<file path="src/hdl/sgma_pkg.sv">
// Shared types and constants for the Sobel gradient magnitude/angle block.
// No dependencies; imported by every module of the block except sgma_ram.
`default_nettype none
package sgma_pkg;
    localparam int MAX_WIDTH  = 1024;
    localparam int MAX_HEIGHT = 1024;
    localparam int ADDR_W     = $clog2(MAX_WIDTH);
    localparam int POS_W      = 11;
    localparam int PIX_W      = 8;
    localparam int GRAD_W     = 11;
    localparam int MAG_W      = 11;
    localparam int CODE_W     = 8;
    localparam int CFG_W      = 11;
    localparam int CORDIC_N   = 30;
    localparam int FIFO_DEPTH = 4;

    localparam logic CFG_FRAME_WIDTH  = 1'b0;
    localparam logic CFG_FRAME_HEIGHT = 1'b1;

    // one gradient pair handed from the window logic to the math unit
    typedef struct packed {
        logic signed [GRAD_W-1:0] grad_x;
        logic signed [GRAD_W-1:0] grad_y;
        logic                     last;
    } grad_item_t;

    // arctangent of 2^-i, full circle = 2^32
    function automatic logic [31:0] atan_lut(input logic [4:0] i);
        logic [31:0] v;
        unique case (i)
            5'd0:  v = 32'd536870912;
            5'd1:  v = 32'd316933406;
            5'd2:  v = 32'd167458907;
            5'd3:  v = 32'd85004756;
            5'd4:  v = 32'd42667331;
            5'd5:  v = 32'd21354465;
            5'd6:  v = 32'd10679838;
            5'd7:  v = 32'd5340245;
            5'd8:  v = 32'd2670163;
            5'd9:  v = 32'd1335087;
            5'd10: v = 32'd667544;
            5'd11: v = 32'd333772;
            5'd12: v = 32'd166886;
            5'd13: v = 32'd83443;
            5'd14: v = 32'd41722;
            5'd15: v = 32'd20861;
            5'd16: v = 32'd10430;
            5'd17: v = 32'd5215;
            5'd18: v = 32'd2608;
            5'd19: v = 32'd1304;
            5'd20: v = 32'd652;
            5'd21: v = 32'd326;
            5'd22: v = 32'd163;
            5'd23: v = 32'd81;
            5'd24: v = 32'd41;
            5'd25: v = 32'd20;
            5'd26: v = 32'd10;
            5'd27: v = 32'd5;
            5'd28: v = 32'd3;
            5'd29: v = 32'd1;
            default: v = 32'd0;
        endcase
        return v;
    endfunction
endpackage
`default_nettype wire

</file>
<file path="src/hdl/sgma_fifo.sv">
// Short queue of gradient pairs between the window logic and the math unit.
// Depends on sgma_pkg.
`default_nettype none
module sgma_fifo
    import sgma_pkg::*;
(
    input  wire logic  aclk,
    input  wire logic  aresetn,
    input  wire logic  push,
    input  grad_item_t push_item,
    output logic       full,
    input  wire logic  pop,
    output grad_item_t pop_item,
    output logic       empty
);
    localparam int PW = $clog2(FIFO_DEPTH);

    grad_item_t    mem_reg [FIFO_DEPTH];
    logic [PW-1:0] wp_reg, rp_reg;
    logic [PW:0]   cnt_reg;

    assign full     = (cnt_reg == (PW+1)'(FIFO_DEPTH));
    assign empty    = (cnt_reg == '0);
    assign pop_item = mem_reg[rp_reg];

    always_ff @(posedge aclk) begin
        if (!aresetn) begin
            wp_reg  <= '0;
            rp_reg  <= '0;
            cnt_reg <= '0;
        end else begin
            if (push && !full) begin
                wp_reg <= wp_reg + PW'(1);
            end
            if (pop && !empty) begin
                rp_reg <= rp_reg + PW'(1);
            end
            cnt_reg <= cnt_reg + (PW+1)'(push && !full) - (PW+1)'(pop && !empty);
        end
    end

    always_ff @(posedge aclk) begin
        if (push && !full) begin
            mem_reg[wp_reg] <= push_item;
        end
    end
endmodule
`default_nettype wire

</file>
<file path="config.mk">
export PLATFORM = sky130hd
export DESIGN_NAME = sgma_fifo
export DESIGN_NICKNAME = d
export VERILOG_FILES = /design/src/hdl/sgma_pkg.sv /design/src/hdl/sgma_fifo.sv
export SDC_FILE = /design/constraint.sdc
export NUM_CORES = 1
export LEC_CHECK = 0
export BUFFER_PORTS_ARGS = -buffer_cell sky130_fd_sc_hd__buf_2
export CORE_ASPECT_RATIO = 1.5
export CORE_MARGIN = 5
export CORE_UTILIZATION = 60
export CTS_BUF_LIST = sky130_fd_sc_hd__clkbuf_8
export DETAILED_ROUTE_END_ITERATION = 16
export GPL_TIMING_DRIVEN = 0
export HOLD_SLACK_MARGIN = 0.1
export PLACE_DENSITY = 0.83
export SLEW_MARGIN = 30
export SYNTH_ARGS = -nofsm -noshare
export SYNTH_HDL_FRONTEND = slang
export SYNTH_SLANG_ARGS = --single-unit
export TNS_END_PERCENT = 30
</file>
<file path="constraint.sdc">
create_clock -name aclk -period 3.36 [get_ports aclk]
set_input_delay 0.672 -clock aclk [delete_from_list [all_inputs] [get_ports aclk]]
set_output_delay 0.672 -clock aclk [all_outputs]
set_load 0.02 [all_outputs]
</file>
# Word-level counts from Yosys, hierarchy flattened
# Memory sizes are Yosys's and may differ from the RTL's. A register that Yosys moved wholly into a read port is not among the register bits.
# Index checks and enable logic that the tools add are counted.
[totals]
regBits = 7
ramBits = 92
out_inout_bits = 25
elab_cells = 18
n_memories = 1
[op_classes]
n_addsub = 4
eq_ne = 1
muxes = 4
reduce_logical = 5
[mem_list]
columns = ["memory", "depth", "width", "rd", "rd_clocked_by_memory_dff", "wr", "line", "rtl"]
rows = [
  ["mem_reg", 4, 23, 1, 1, 1, "sgma_fifo.sv:18", "grad_item_t mem_reg [FIFO_DEPTH];"],
]
[ops]
columns = ["cell", "count"]
rows = [
  ["$add 2x1->2 const B", 2],
  ["$mux 2", 2],
  ["$add 3x1->3", 1],
  ["$eq 3x3->1 const B", 1],
  ["$logic_not 3->1", 1],
  ["$sub 3x1->3", 1],
  ["$logic_and 1x1->1", 2],
  ["$logic_not 1->1", 2],
  ["$mux 1", 2],
]

# Depth between registers and ports, before layout
[depth]
depth_word = 5
mapped_depth = 11

# Worst setup path after synthesis
# OpenSTA, ideal clock, no wires.
[synth_path]
path_kind = "input to register"
start = "input push"
end = "register cnt_reg[2]"
setup_ns = 0.115
arrival_ns = 2.191
required_time_ns = 3.245
setup_slack_ns = 1.054
path_stages = 10
path_cell_list = "nor2b_1 -> buf_2 -> inv_1 -> ha_1 -> inv_1 -> ha_1 -> fa_1 -> xnor2_1 -> xnor2_1 -> and2_1"
[synth_via]
elab_chain_len = 3
[synth_rtl]
columns = ["item", "line", "rtl"]
rows = [
  ["start: declaration", "sgma_fifo.sv:9", "input wire logic push,"],
  ["$logic_and 1x1->1", "sgma_fifo.sv:38", "cnt_reg <= cnt_reg + (PW+1)'(push && !full) - (PW+1)'(pop && !empty);"],
  ["$add 3x1->3", "sgma_fifo.sv:38", ""],
  ["$sub 3x1->3", "sgma_fifo.sv:38", ""],
  ["end signal: assignment", "sgma_fifo.sv:38", ""],
  ["end: declaration", "sgma_fifo.sv:20", "logic [PW:0] cnt_reg;"],
]
# Every way passes these cells.
# A chain may end at the register's enable or synchronous reset.

==> results.yml <==
worst_hold_path:
  whs_path_depth: 2
  hold_path_class: "flip-flop to flip-flop"
finish:
  fin_cells: 311
  drive_above_1_share: 0.4135
  layout.nets: 266
  fin_area_sq_mm: 0.004384
  syn2layout_area_growth_pct: 14.21
  largest_register_ffs: 92
  diodes: 0
  nFillCells: 372
  final_core_util: 0.7100
yosys:
  synth_fp_nets: 205
  synth_area_per_cell_sq_um: 22.45
  yosysWarnings: 0
  yosysTopAreaCellShare: 0.7197
  async_reset_ff_frac: 0
  synth_enable_flop_cells: 92
  netlist_instances: 171
  synth_most_common_cell: "edfxtp_1"
  ys_types: 22
  synthFlopType: "edfxtp_1"
  synthTopCellsByCount: "edfxtp_1, mux4_2, dfxtp_1"
  syn_area_sq_mm: 0.003839
  ys_seq_elements: 101
  yosysSeqAreaShare: 0.7666
  yosys-top-cells-area: "edfxtp_1, mux4_2, dfxtp_1"
  synth_top_area_cell: "edfxtp_1"
place:
  dp_hpwl_microns: 3942
  gp_congestion: 0.6752
  dpl.cell_count: 295
  placed_cell_area_sq_mm: 0.004187
  preCtsSetupSlack_ns: 0.8488
  portBuffers: 50
setup_path:
  cp.arrival_ns: 1.67
  cp_max_fo: 10
  r2r_cells: 11
  start_kind: "flip-flop"
  setup.worst_path.class: "flip-flop to output pin"
  end_kind: "output pin"
  cp.required_ns: 2.69
detailed_routing:
  wl_microns: 5866
  drt_iter0_markers: 121
  dr.max_layer_used: "met4"
  vias: 1736
  drc_errors: 0
  avgRoutedWirePerCell_microns: 18.86
  vias_per_cell: 5.582
  route.met3.wl_microns: 395
  first_pass_iters: 4
  wl_met2_microns: 3188
  ant_nets: 0
  met1_length_microns: 2158
timing:
  maxSlewViolCount: 0
  period_share: 0.6978
  fin_ws_ns: 1.015
  grt_setup_unrepaired: "false"
  hold_ws_ns: 0.4932
  finalSetupTns_ns: 0
  final.min_clock_period_ns: 2.345
  hold_viol: 0
  tightest_slew_ns: 0.6092
  skew_ns: 0.007468
  max-slew-margin-rel: 0.5939
  fmax_mhz: 426.5
  setup_viol: 0
power:
  leakagePower_nw: 1.525
  ir_drop_v: 0.0004920
  fin_total_pwr_mw: 3.159
  powerDensity_mw_per_mm2: 720.5
outcome:
  status: "finished, final reports clean"
flow_run:
  cap_violations: 0
clock_tree:
  clock-sinks: 101
  cts_made_buffers: 9
  clk_pin_slew_worst_paths_ns: 0.08
  cts_setup_buffers: 0
  root_buffer: "clkbuf_8"
  clockBufferDepth: 2
  ctsResizeCount: 0
  htreeDepth: 3
  ctsHoldBuffers: 0
  clk_latency_ns: 0.36
  cts_tree: "yes"
floorplanning:
  die-width_microns: 75.31
  die_h_microns: 108.0
  initial_utilization: 0.6217
  rows: 35
  core_sq_mm: 0.006175
  die_area_sq_mm: 0.008130
  ios: 52
global_route:
  grt_pass1_wl_microns: 9342
  grt_start_max_net_pins: 24
  grt_usage: 0.1611
  globalRoute.totalOverflow: 0
  antenna_found_initial: 0
  grt_pass1_vias: 1923
==> power breakdown <==
part	switching, mW	internal [mW]	leakage (nW)
Clock	0.400	0.348	0.100
Sequential	0.0484	1.53	0.917
Combinational	0.459	0.377	0.509
==> routing by layer <==
| metal | up-vias | track usage |
|---|---|---|
| li1 | 812 | - |
| met1 | 868 | 0.1803 |
| met2 | 47 | 0.2744 |
| met3 | 9 | 0.05209 |
| met4 | 0 | 0.07125 |
| met5 | - | 0 |
==> critical path, cell delays in order (launching register included) <==
cell and delay [ns]:
dfxtp_1 0.33, buf_6 0.14, buf_12 0.15, mux4_2 0.51, buf_2 0.18
==> layout make-up <==
| type | instances | area [sq um] | share of cell area |
|---|---|---|---|
| clock inverters | 7 | 73.82 | 0.01684 |
| repair buffers | 50 | 250.2 | 0.05708 |
| well taps | 74 | 92.59 | 0.02112 |
| flip-flops and latches | 101 | 2943 | 0.6712 |
| inverters | 6 | 22.52 | 0.005137 |
| clock buffers | 9 | 123.9 | 0.02825 |
| multi-input cells | 57 | 808.3 | 0.1844 |
| plain buffers | 7 | 70.07 | 0.01598 |
==> kinds of logic (layout without fill, tap and decap cells) <==
| logic type | Yosys count | count (layout) | synth area share |
|---|---|---|---|
| fa+ha+maj | 7 | 7 | 0.02477 |
| flops | 101 | 101 | 0.7666 |
| compound gates | 4 | 4 | 0.005867 |
| mux | 25 | 25 | 0.1431 |
| buf+inv | 13 | 79 | 0.02412 |
| simple gates | 19 | 19 | 0.03096 |
| xor+xnor | 2 | 2 | 0.004564 |
==> cells in the final DEF (no fill, tap or decap), drive strengths merged <==
cell type,netlist,final
nand4bb,1,1
or3,1,1
ha,6,6
clkbuf,1,10
nor3,1,1
fa,1,1
and2,7,7
xnor2,2,2
a21boi,1,1
o21ai,3,3
inv,6,8
nor3b,1,1
bufinv,0,1
mux4,23,23
dfxtp,9,9
clkinv,0,3
edfxtp,92,92
nor2b,2,2
mux2i,2,2
nand2,6,6
buf,6,56
clkinvlp,0,1
==> path summary, 6_finish.rpt <==
path	from	endpoint	slack [ns]
worst max-delay path	flip-flop	pop_item[1]	1.02
worst min-delay path	rp_reg[1]	rp_reg[1]	0.49
worst max register to register	cnt_reg[2]	cnt_reg[2]	1.12
worst min register to register	rp_reg[1]	rp_reg[1]	0.49
No activity file was read; power rests on OpenSTA's default activity.
