===== src/hdl/sgma_pkg.sv =====
// Shared types and constants for the Sobel gradient magnitude/angle block.
// No dependencies; imported by every module of the block except sgma_ram.
`default_nettype none
package sgma_pkg;
    localparam int MAX_WIDTH  = 1024;
    localparam int MAX_HEIGHT = 1024;
    localparam int ADDR_W     = $clog2(MAX_WIDTH);
    localparam int POS_W      = 11;
    localparam int PIX_W      = 8;
    localparam int GRAD_W     = 11;
    localparam int MAG_W      = 11;
    localparam int CODE_W     = 8;
    localparam int CFG_W      = 11;
    localparam int CORDIC_N   = 30;
    localparam int FIFO_DEPTH = 4;

    localparam logic CFG_FRAME_WIDTH  = 1'b0;
    localparam logic CFG_FRAME_HEIGHT = 1'b1;

    // one gradient pair handed from the window logic to the math unit
    typedef struct packed {
        logic signed [GRAD_W-1:0] grad_x;
        logic signed [GRAD_W-1:0] grad_y;
        logic                     last;
    } grad_item_t;

    // arctangent of 2^-i, full circle = 2^32
    function automatic logic [31:0] atan_lut(input logic [4:0] i);
        logic [31:0] v;
        unique case (i)
            5'd0:  v = 32'd536870912;
            5'd1:  v = 32'd316933406;
            5'd2:  v = 32'd167458907;
            5'd3:  v = 32'd85004756;
            5'd4:  v = 32'd42667331;
            5'd5:  v = 32'd21354465;
            5'd6:  v = 32'd10679838;
            5'd7:  v = 32'd5340245;
            5'd8:  v = 32'd2670163;
            5'd9:  v = 32'd1335087;
            5'd10: v = 32'd667544;
            5'd11: v = 32'd333772;
            5'd12: v = 32'd166886;
            5'd13: v = 32'd83443;
            5'd14: v = 32'd41722;
            5'd15: v = 32'd20861;
            5'd16: v = 32'd10430;
            5'd17: v = 32'd5215;
            5'd18: v = 32'd2608;
            5'd19: v = 32'd1304;
            5'd20: v = 32'd652;
            5'd21: v = 32'd326;
            5'd22: v = 32'd163;
            5'd23: v = 32'd81;
            5'd24: v = 32'd41;
            5'd25: v = 32'd20;
            5'd26: v = 32'd10;
            5'd27: v = 32'd5;
            5'd28: v = 32'd3;
            5'd29: v = 32'd1;
            default: v = 32'd0;
        endcase
        return v;
    endfunction
endpackage
`default_nettype wire


===== src/hdl/sgma_back.sv =====
// Back end: iterative square root and CORDIC angle, result register.
// Depends on sgma_pkg.
`default_nettype none
module sgma_back
    import sgma_pkg::*;
(
    input  wire logic               aclk,
    input  wire logic               aresetn,
    input  wire logic               fifo_empty,
    input  grad_item_t              pop_item,
    output logic                    pop,
    output logic                    m_tvalid,
    input  wire logic               m_tready,
    output logic signed [GRAD_W-1:0] grad_x,
    output logic signed [GRAD_W-1:0] grad_y,
    output logic [MAG_W-1:0]        magnitude,
    output logic [CODE_W-1:0]       direction_code,
    output logic                    last_of_frame
);
    localparam int XW = 38;
    localparam int SW = 22;

    typedef enum logic [4:0] {
        B_IDLE = 5'b00001,
        B_SQ   = 5'b00010,
        B_RUN  = 5'b00100,
        B_FIN  = 5'b01000,
        B_OUT  = 5'b10000
    } back_state_t;

    back_state_t           state_reg;
    grad_item_t            it_reg;
    logic [SW-1:0]         sqx_reg, sqy_reg;
    logic [SW-1:0]         v_reg, res_reg, bit_reg;
    logic signed [XW-1:0]  x_reg, y_reg, xs, ys, gxw, gyw;
    logic [31:0]           z_reg;
    logic [4:0]            i_reg;
    logic                  special_reg;
    logic [39:0]           prod;
    logic [SW-1:0]         trial;

    function automatic logic signed [XW-1:0] stz(input logic signed [XW-1:0] a,
                                                  input logic [4:0] s);
        logic [XW-1:0] m;
        m = a[XW-1] ? XW'(-a) : a;
        m = m >> s;
        return a[XW-1] ? -$signed(m) : $signed(m);
    endfunction

    assign pop      = (state_reg == B_IDLE) && !fifo_empty;
    assign m_tvalid = (state_reg == B_OUT);
    assign xs       = stz(y_reg, i_reg);
    assign ys       = stz(x_reg, i_reg);
    assign gxw      = {{(XW-GRAD_W-24){it_reg.grad_x[GRAD_W-1]}}, it_reg.grad_x, 24'b0};
    assign gyw      = {{(XW-GRAD_W-24){it_reg.grad_y[GRAD_W-1]}}, it_reg.grad_y, 24'b0};
    assign trial    = res_reg + bit_reg;
    // z*255 + 2^31, code is the top byte
    assign prod     = ({z_reg, 8'b0} - {8'b0, z_reg}) + 40'h0080000000;

    always_ff @(posedge aclk) begin
        if (!aresetn) begin
            state_reg <= B_IDLE;
        end else begin
            unique case (state_reg)
                B_IDLE: if (!fifo_empty) state_reg <= B_SQ;
                B_SQ:   state_reg <= B_RUN;
                B_RUN:  if (i_reg == 5'(CORDIC_N-1)) state_reg <= B_FIN;
                B_FIN:  state_reg <= B_OUT;
                B_OUT:  if (m_tready) state_reg <= B_IDLE;
                default: state_reg <= B_IDLE;
            endcase
        end
    end

    always_ff @(posedge aclk) begin
        unique case (state_reg)
            B_IDLE: begin
                it_reg  <= pop_item;
                sqx_reg <= SW'($signed(pop_item.grad_x) * $signed(pop_item.grad_x));
                sqy_reg <= SW'($signed(pop_item.grad_y) * $signed(pop_item.grad_y));
            end
            B_SQ: begin
                v_reg       <= sqx_reg + sqy_reg;
                res_reg     <= '0;
                bit_reg     <= SW'(1) << 20;
                i_reg       <= '0;
                special_reg <= (it_reg.grad_y == '0);
                if (it_reg.grad_x[GRAD_W-1]) begin
                    x_reg <= -gxw;
                    y_reg <= -gyw;
                    z_reg <= 32'h80000000;
                end else begin
                    x_reg <= gxw;
                    y_reg <= gyw;
                    z_reg <= '0;
                end
            end
            B_RUN: begin
                i_reg <= i_reg + 5'd1;
                if (bit_reg != '0) begin
                    if (v_reg >= trial) begin
                        v_reg   <= v_reg - trial;
                        res_reg <= (res_reg >> 1) + bit_reg;
                    end else begin
                        res_reg <= res_reg >> 1;
                    end
                    bit_reg <= bit_reg >> 2;
                end
                if (y_reg > 0) begin
                    x_reg <= x_reg + xs;
                    y_reg <= y_reg - ys;
                    z_reg <= z_reg + atan_lut(i_reg);
                end else begin
                    x_reg <= x_reg - xs;
                    y_reg <= y_reg + ys;
                    z_reg <= z_reg - atan_lut(i_reg);
                end
            end
            B_FIN: begin
                grad_x        <= it_reg.grad_x;
                grad_y        <= it_reg.grad_y;
                magnitude     <= res_reg[MAG_W-1:0];
                last_of_frame <= it_reg.last;
                if (special_reg) begin
                    direction_code <= it_reg.grad_x[GRAD_W-1] ? CODE_W'(128) : '0;
                end else begin
                    direction_code <= prod[39:32];
                end
            end
            B_OUT: ;
            default: ;
        endcase
    end
endmodule
`default_nettype wire

===== config.mk =====
export PLATFORM = sky130hd
export DESIGN_NAME = sgma_back
export DESIGN_NICKNAME = d
export VERILOG_FILES = /design/src/hdl/sgma_pkg.sv /design/src/hdl/sgma_back.sv
export SDC_FILE = /design/constraint.sdc
export NUM_CORES = 2
export LEC_CHECK = 0
export ABC_AREA = 1
export BUFFER_PORTS_ARGS = -buffer_cell sky130_fd_sc_hd__buf_2
export CAP_MARGIN = 20
export CELL_PAD_IN_SITES_DETAIL_PLACEMENT = 1
export CELL_PAD_IN_SITES_GLOBAL_PLACEMENT = 2
export CORE_MARGIN = 8
export CORE_UTILIZATION = 35
export CTS_CLUSTER_DIAMETER = 200
export DETAILED_ROUTE_END_ITERATION = 10
export PLACE_DENSITY_LB_ADDON = 0.1
export SYNTH_ARGS = -nofsm -noshare
export SYNTH_HDL_FRONTEND = slang
export SYNTH_SLANG_ARGS = --single-unit

===== constraint.sdc =====
create_clock -name aclk -period 12.8 [get_ports aclk]
set_input_delay 1.28 -clock aclk [delete_from_list [all_inputs] [get_ports aclk]]
set_output_delay 1.28 -clock aclk [all_outputs]
set_load 0.01 [all_outputs]

## Yosys cells after proc, flatten, opt, wreduce, memory -nomap -nowiden

Memory sizes are Yosys's and may differ from the RTL's. A register that Yosys moved wholly into a read port is not among the register bits.
Index checks and enable logic that the tools add are counted.
Widths: inputs -> output; s select.

| word-level totals | value |
|---|---|
| bits in registers | 294 |
| bits in read-only memories | 1,920 |
| input bits | 27 |
| output and inout bits | 44 |
| logic and storage cells | 99 |
| memories | 2 |

| operators by class | value |
|---|---|
| $add $sub $neg | 19 |
| multiply operators | 2 |
| magnitude comparators | 2 |
| eq/ne operators | 11 |
| shift operators | 2 |
| multiplexer cells | 34 |
| reduce and logical (&&, ||, !) cells | 8 |

Memory list:

| memory | words | bits a word | read ports | clocked after memory_dff | wr ports | line | source |
|---|---|---|---|---|---|---|---|
| (name not given) | 32 | 30 | 1 | 1 | 0 | sgma_pkg.sv:30 | `unique case (i)` |
| (name not given) | 32 | 30 | 1 | 1 | 0 | sgma_pkg.sv:30 |  |

Operators by type and width:

| operator | number |
|---|---|
| $mux 38 | 8 |
| $mux 32 | 6 |
| $neg 38->38 | 4 |
| $pmux 38 s2 | 2 |
| $pmux 22 s2 | 3 |
| $mux 22 | 5 |
| $add 38x38->38 | 2 |
| $neg 35->38 | 2 |
| $shr 38x5->38 | 2 |
| $sub 38x38->38 | 2 |
| $pmux 32 s2 | 1 |
| $add 22x22->22 | 2 |
| $mul 11x11->22 | 2 |
| $add 40x32->40 const B | 1 |
| $sub 40x32->40 | 1 |
| $gt 38x1->1 const B | 1 |
| $add 32x32->32 | 1 |
| $sub 32x32->32 | 1 |
| $mux 5 | 5 |
| $pmux 5 s5 | 1 |
| $add 21x22->22 | 1 |
| $ge 22x22->1 | 1 |
| $reduce_bool 22->1 | 1 |
| $sub 22x22->22 | 1 |
| 16 further kinds | 22 |

## Depth between registers and ports, before layout

| depth | value |
|---|---|
| depth in word-level cells | 8 |
| gate-level depth with buffers | 52 |
| mapped depth without buffers | 52 |

## Worst setup path before layout

No wires, ideal clock.

| timing path | value |
|---|---|
| path kind | register to output |
| start point | register state_reg[2] |
| end point | output pop |
| arrival | 7.361 ns |
| required time | 11.520 ns |
| setup slack | 4.159 ns |
| stages on the path, launching flop included | 6 |
| path through | dfxtp_1 nor2_1 inv_1 nor4_1 inv_1 nor2_1 |

| on the way | value |
|---|---|
| cells in the longest elaborated chain, start to end | 2 |

Ends and longest elaborated chain:

| item | line | source |
|---|---|---|
| start: declaration | sgma_back.sv:31 | `back_state_t state_reg;` |
| start signal: assignment | sgma_back.sv:62 | `state_reg <= B_IDLE;` |
| start signal: assignment | sgma_back.sv:65 | `B_IDLE: if (!fifo_empty) state_reg <= B_SQ;` |
| start signal: assignment | sgma_back.sv:66 | `B_SQ: state_reg <= B_RUN;` |
| $eq 5x1->1 | sgma_back.sv:50 | `assign pop = (state_reg == B_IDLE) && !fifo_empty;` |
| $logic_and 1x1->1 | sgma_back.sv:50 |  |
| end: declaration | sgma_back.sv:11 | `output logic pop,` |

Every way passes these cells.

## Final worst setup path

| timing path | value |
|---|---|
| start point | register y_reg[37] |
| end point | register x_reg[32] (data pin) |

| on the way | value |
|---|---|
| cells in the longest elaborated chain, start to end | 8 |
| elaborated cells on any way between the ends | 10 |
| those cells by class | 4 x add/sub; 1 x order compare; 1 x shift; 4 x mux |

Ends and longest elaborated chain:

| item | line | source |
|---|---|---|
| start: declaration | sgma_back.sv:35 | `logic signed [XW-1:0] x_reg, y_reg, xs, ys, gxw, gyw;` |
| start signal: assignment | sgma_back.sv:90 | `y_reg <= -gyw;` |
| start signal: assignment | sgma_back.sv:94 | `y_reg <= gyw;` |
| start signal: assignment | sgma_back.sv:111 | `y_reg <= y_reg - ys;` |
| $neg 38->38 | sgma_back.sv:45 | `m = a[XW-1] ? XW'(-a) : a;` |
| $mux 38 | sgma_back.sv:45 |  |
| $shr 38x5->38 | sgma_back.sv:46 | `m = m >> s;` |
| $neg 38->38 | sgma_back.sv:47 | `return a[XW-1] ? -$signed(m) : $signed(m);` |
| $mux 38 | sgma_back.sv:47 |  |
| $sub 38x38->38 or $add 38x38->38 (tied branches) | sgma_back.sv:114, sgma_back.sv:110 |  |
| $mux 38 * | sgma_back.sv:109 | `if (y_reg > 0) begin` |
| $pmux 38 s2 * | sgma_back.sv:76 | `unique case (state_reg)` |
| end signal: assignment | sgma_back.sv:89 | `x_reg <= -gxw;` |
| end signal: assignment | sgma_back.sv:110 | `x_reg <= x_reg + xs;` |
| end signal: assignment | sgma_back.sv:114 | `x_reg <= x_reg - xs;` |
| end: declaration | sgma_back.sv:35 |  |

Mark *: on every way between the ends. The rest lies on a longest branch, timed or not.
A chain may end at the register's enable or synchronous reset.

==> run summary <==
The run finished with clean final reports. Grouping stages by cell kind, the critical path spends the most delay in simple AND/OR/NAND/NOR gates. The average footprint of a synthesized cell came out at 6.91 um2. The routed length per placed instance is 19.9 um. The H-tree was split into 2 levels.

The total length of routed wires is 155000 um. The highest attainable clock frequency is 0.121 GHz. The initial antenna violation count is 2. After the first detailed-routing iteration, the DRC count stood at 2275. When the netlist entered floorplanning its net count stood at 6728. The number of buffers added on ports is 70. The final hold violation count was 0.

The number of antenna diodes in the final layout is 0. The half-perimeter wire length of the detailed placement result is 127000 um. The maximum fanout encountered on the critical timing path came out at 89. Setup repair after global routing left no endpoint under its margin. The number of flops mapped to enable cells by yosys came out at 274. TritonCTS built the clock tree. The routed layout has 40600 vias. The most common cell in the synthesized netlist is nand2_1. The die boundary width is 365 um. The setup TNS came out at 0 ns. Total power for the finished layout comes to 6.01 mW. During I/O placement, the number of pins put on the boundary was 71. For this run, the leading register cell type out of synthesis is edfxtp_1. The setup path with the least slack is of type reg2reg.

The total global routing overflow is 0. In this run the core area contains 128 standard-cell rows. In this run the cell area measured after placement is 44400 um2. The number of placed instances, taps included is 7703. The leakage power total came out at 22.3 nW.

The worst slew margin relative to its limit is 38.7%. The maximum number of pins on one net before global-route repair is 90. The starting utilization of the core area is 35.1%. In this design, the stage delay of the slowest critical-path cell is 0.74 ns.

The wire length of the first global-routing pass is 243000 um. The area share of the largest cell type after synthesis is 19.4%. The total area inside the core boundary comes to 121000 um2. The number of design rule violations left after detail routing came out at 0. The hold-fix buffer count after cts came out at 0. The count of fill cells added during filler insertion came out at 15500. The post-layout utilization of the core came out at 37.8%. The endpoint type of the worst setup path is a register. The type of the most critical hold path is reg2reg. The worst-case IR drop observed on VDD is 0.270 mV. In the synthesized netlist the async set-or-reset flop fraction comes to 0%.

The biggest area consumer among synthesized cells is edfxtp_1. For this run, the post-layout net count is 6696. The first detailed-routing pass took 5 iterations.

The worst setup path is launched from a register. The synthesized netlist cell count came out at 6155. The clock transition at the registers of the reported paths came out at 0.06 ns.

The clock period minus worst slack is 8.23 ns. The number of max-cap violations came out at 0. The CTS buffer count came out at 43. The clock tree buffer depth came out at 3.

Setup violations remaining at the end of the flow were counted as 0. The TritonCTS sink count is 309. The cell area power density is 131 nW/um2. The worst path arrival time is 8.67 ns. The vertical die dimension is 365 um. The combined global-route utilization of all metal layers came out at 23.0%. The layout cell share with drive strength beyond 1 is 7.55%.

The finished layout holds 7782 standard cells, fillers aside. With fillers left out, the area of the finished cells amounts to 45900 um2. The mean number of vias per cell came out at 5.21.

Sequential elements use 21.0% of the synthesized area. The final antenna-violating net count came out at 0. The post-synthesis instance area came out at 42500 um2. The post-synthesis to final-layout area growth is 7.95%. At the worst endpoint, the required time is 13.24 ns. The critical path buffer and inverter count is 5. The final clock skew is 0.0357 ns.

In this run the clock root is driven by a clkbuf_16. The via count of the first global-routing pass is 41800. Among all stages on the critical path, the largest delay is contributed by buf_4.

The global placer's final weighted congestion is 0.856. The number of instances resized during post-cts repair came out at 0. The count of distinct cell types in the synthesized netlist is 67.

The actual transition at the worst max-transition pin is 0.919 ns. Sorting the synthesized cells by how often they occur yields 1551 x nand2_1, 836 x inv_1, 709 x nand3_1, 480 x nor2_1, 354 x a21oi_1. Among the stages of the critical path, the cell type that occurs most often is nand2_1. The clock latency at the later pin of the worst-skew pair is 0.63 ns.

The die area is 133000 um2. Buffers added to address setup during post-CTS repair amount to 0. The share of the clock period used by the worst path after layout is 64.3%. The max-slew violation count came out at 0.

The yosys synthesis warning count came out at 0. The post-synthesis sequential element count came out at 309. By area the synthesized netlist is led by edfxtp_1 19%, nand2_1 14%, fa_1 10%, ha_1 9.7%, nand3_1 8.3%.
-- through the flow --
step           hold WS (ns)  setup slack (ns)
4_1_cts               0.430              4.63
3_5_place_dp          0.425              4.64
5_1_grt               0.441              3.67
6_report              0.425              4.57
2_1_floorplan         0.400              4.16
3_3_place_gp          0.401              4.81
-- cells by family after synthesis --
group / Yosys count / share of synthesized area [%]
simple gates: 3163 / 33.6
buf+inv: 1049 / 9.54
compound gates: 865 / 11.3
fa+ha+maj: 546 / 19.9
flops: 309 / 21.0
xor+xnor: 221 / 4.61
mux: 2 / 0.0471
-- per-layer routing --
metal / up-vias / GRT usage, % / wire [um]
li1: 20100 / - / -
met4: 0 / 3.94 / 2380
met5: - / 0 / 0
met2: 495 / 39.4 / 73600
met1: 19800 / 32.1 / 75100
met3: 112 / 1.63 / 3990
-- cells in the final DEF, fill, tap and decap left out, types with 8 or more instances in the layout --
cell type and instances:
nand2_4 10, o21ai_1 27, nor2_2 41, nand2_1 1550
o21bai_1 17, nand3b_1 26, nand3_1 709, a21oi_1 354
o211ai_1 14, buf_4 39, nand4_1 62, clkinv_2 8
o22ai_1 18, inv_1 832, o21ai_0 298, nor2_4 24
a21o_1 13, o21a_1 37, or2_2 23, xor2_1 134
edfxtp_1 274, nor2_1 479, fa_1 217, xnor2_1 84
a31oi_1 27, nand2_2 72, o221ai_1 9, ha_1 329
inv_2 22, a21boi_0 9, clkbuf_16 45, nor3_1 65
clkinv_1 12, a211oi_1 8, buf_2 70, nand3_2 66
dfxtp_1 35
-- area by class of cell --
type,count,area [um2],share of cell area [%]
Timing Repair Buffer,110,663,1.45
Inverter,862,3240,7.07
Clock inverter,28,282,0.613
Multi-Input combinational cell,4797,29500,64.4
Tap cell,1625,2030,4.43
Sequential cell,309,8930,19.5
Clock buffer,51,1190,2.59
-- path summary, 6_finish.rpt --
check                            from                       to  slack (ns)  depth (start not counted)
setup / recovery  y_reg[37]$_DFFE_PN_      x_reg[32]$_DFFE_PN_        4.57                         44
hold / removal    it_reg[0]$_DFFE_PP_  last_of_frame$_DFFE_PP_        0.43                          0
setup reg to reg  y_reg[37]$_DFFE_PN_      x_reg[32]$_DFFE_PN_        4.57                         44
hold reg to reg   it_reg[0]$_DFFE_PP_  last_of_frame$_DFFE_PP_        0.43                          0
-- report_power, final --
group,total [mW],internal [mW],switching (mW)
combinational,3.25,1.26,1.99
sequential,1.51,1.39,0.120
clock,1.25,0.716,0.536
total,6.01,3.37,2.65
(Power assumes the default switching activity.)
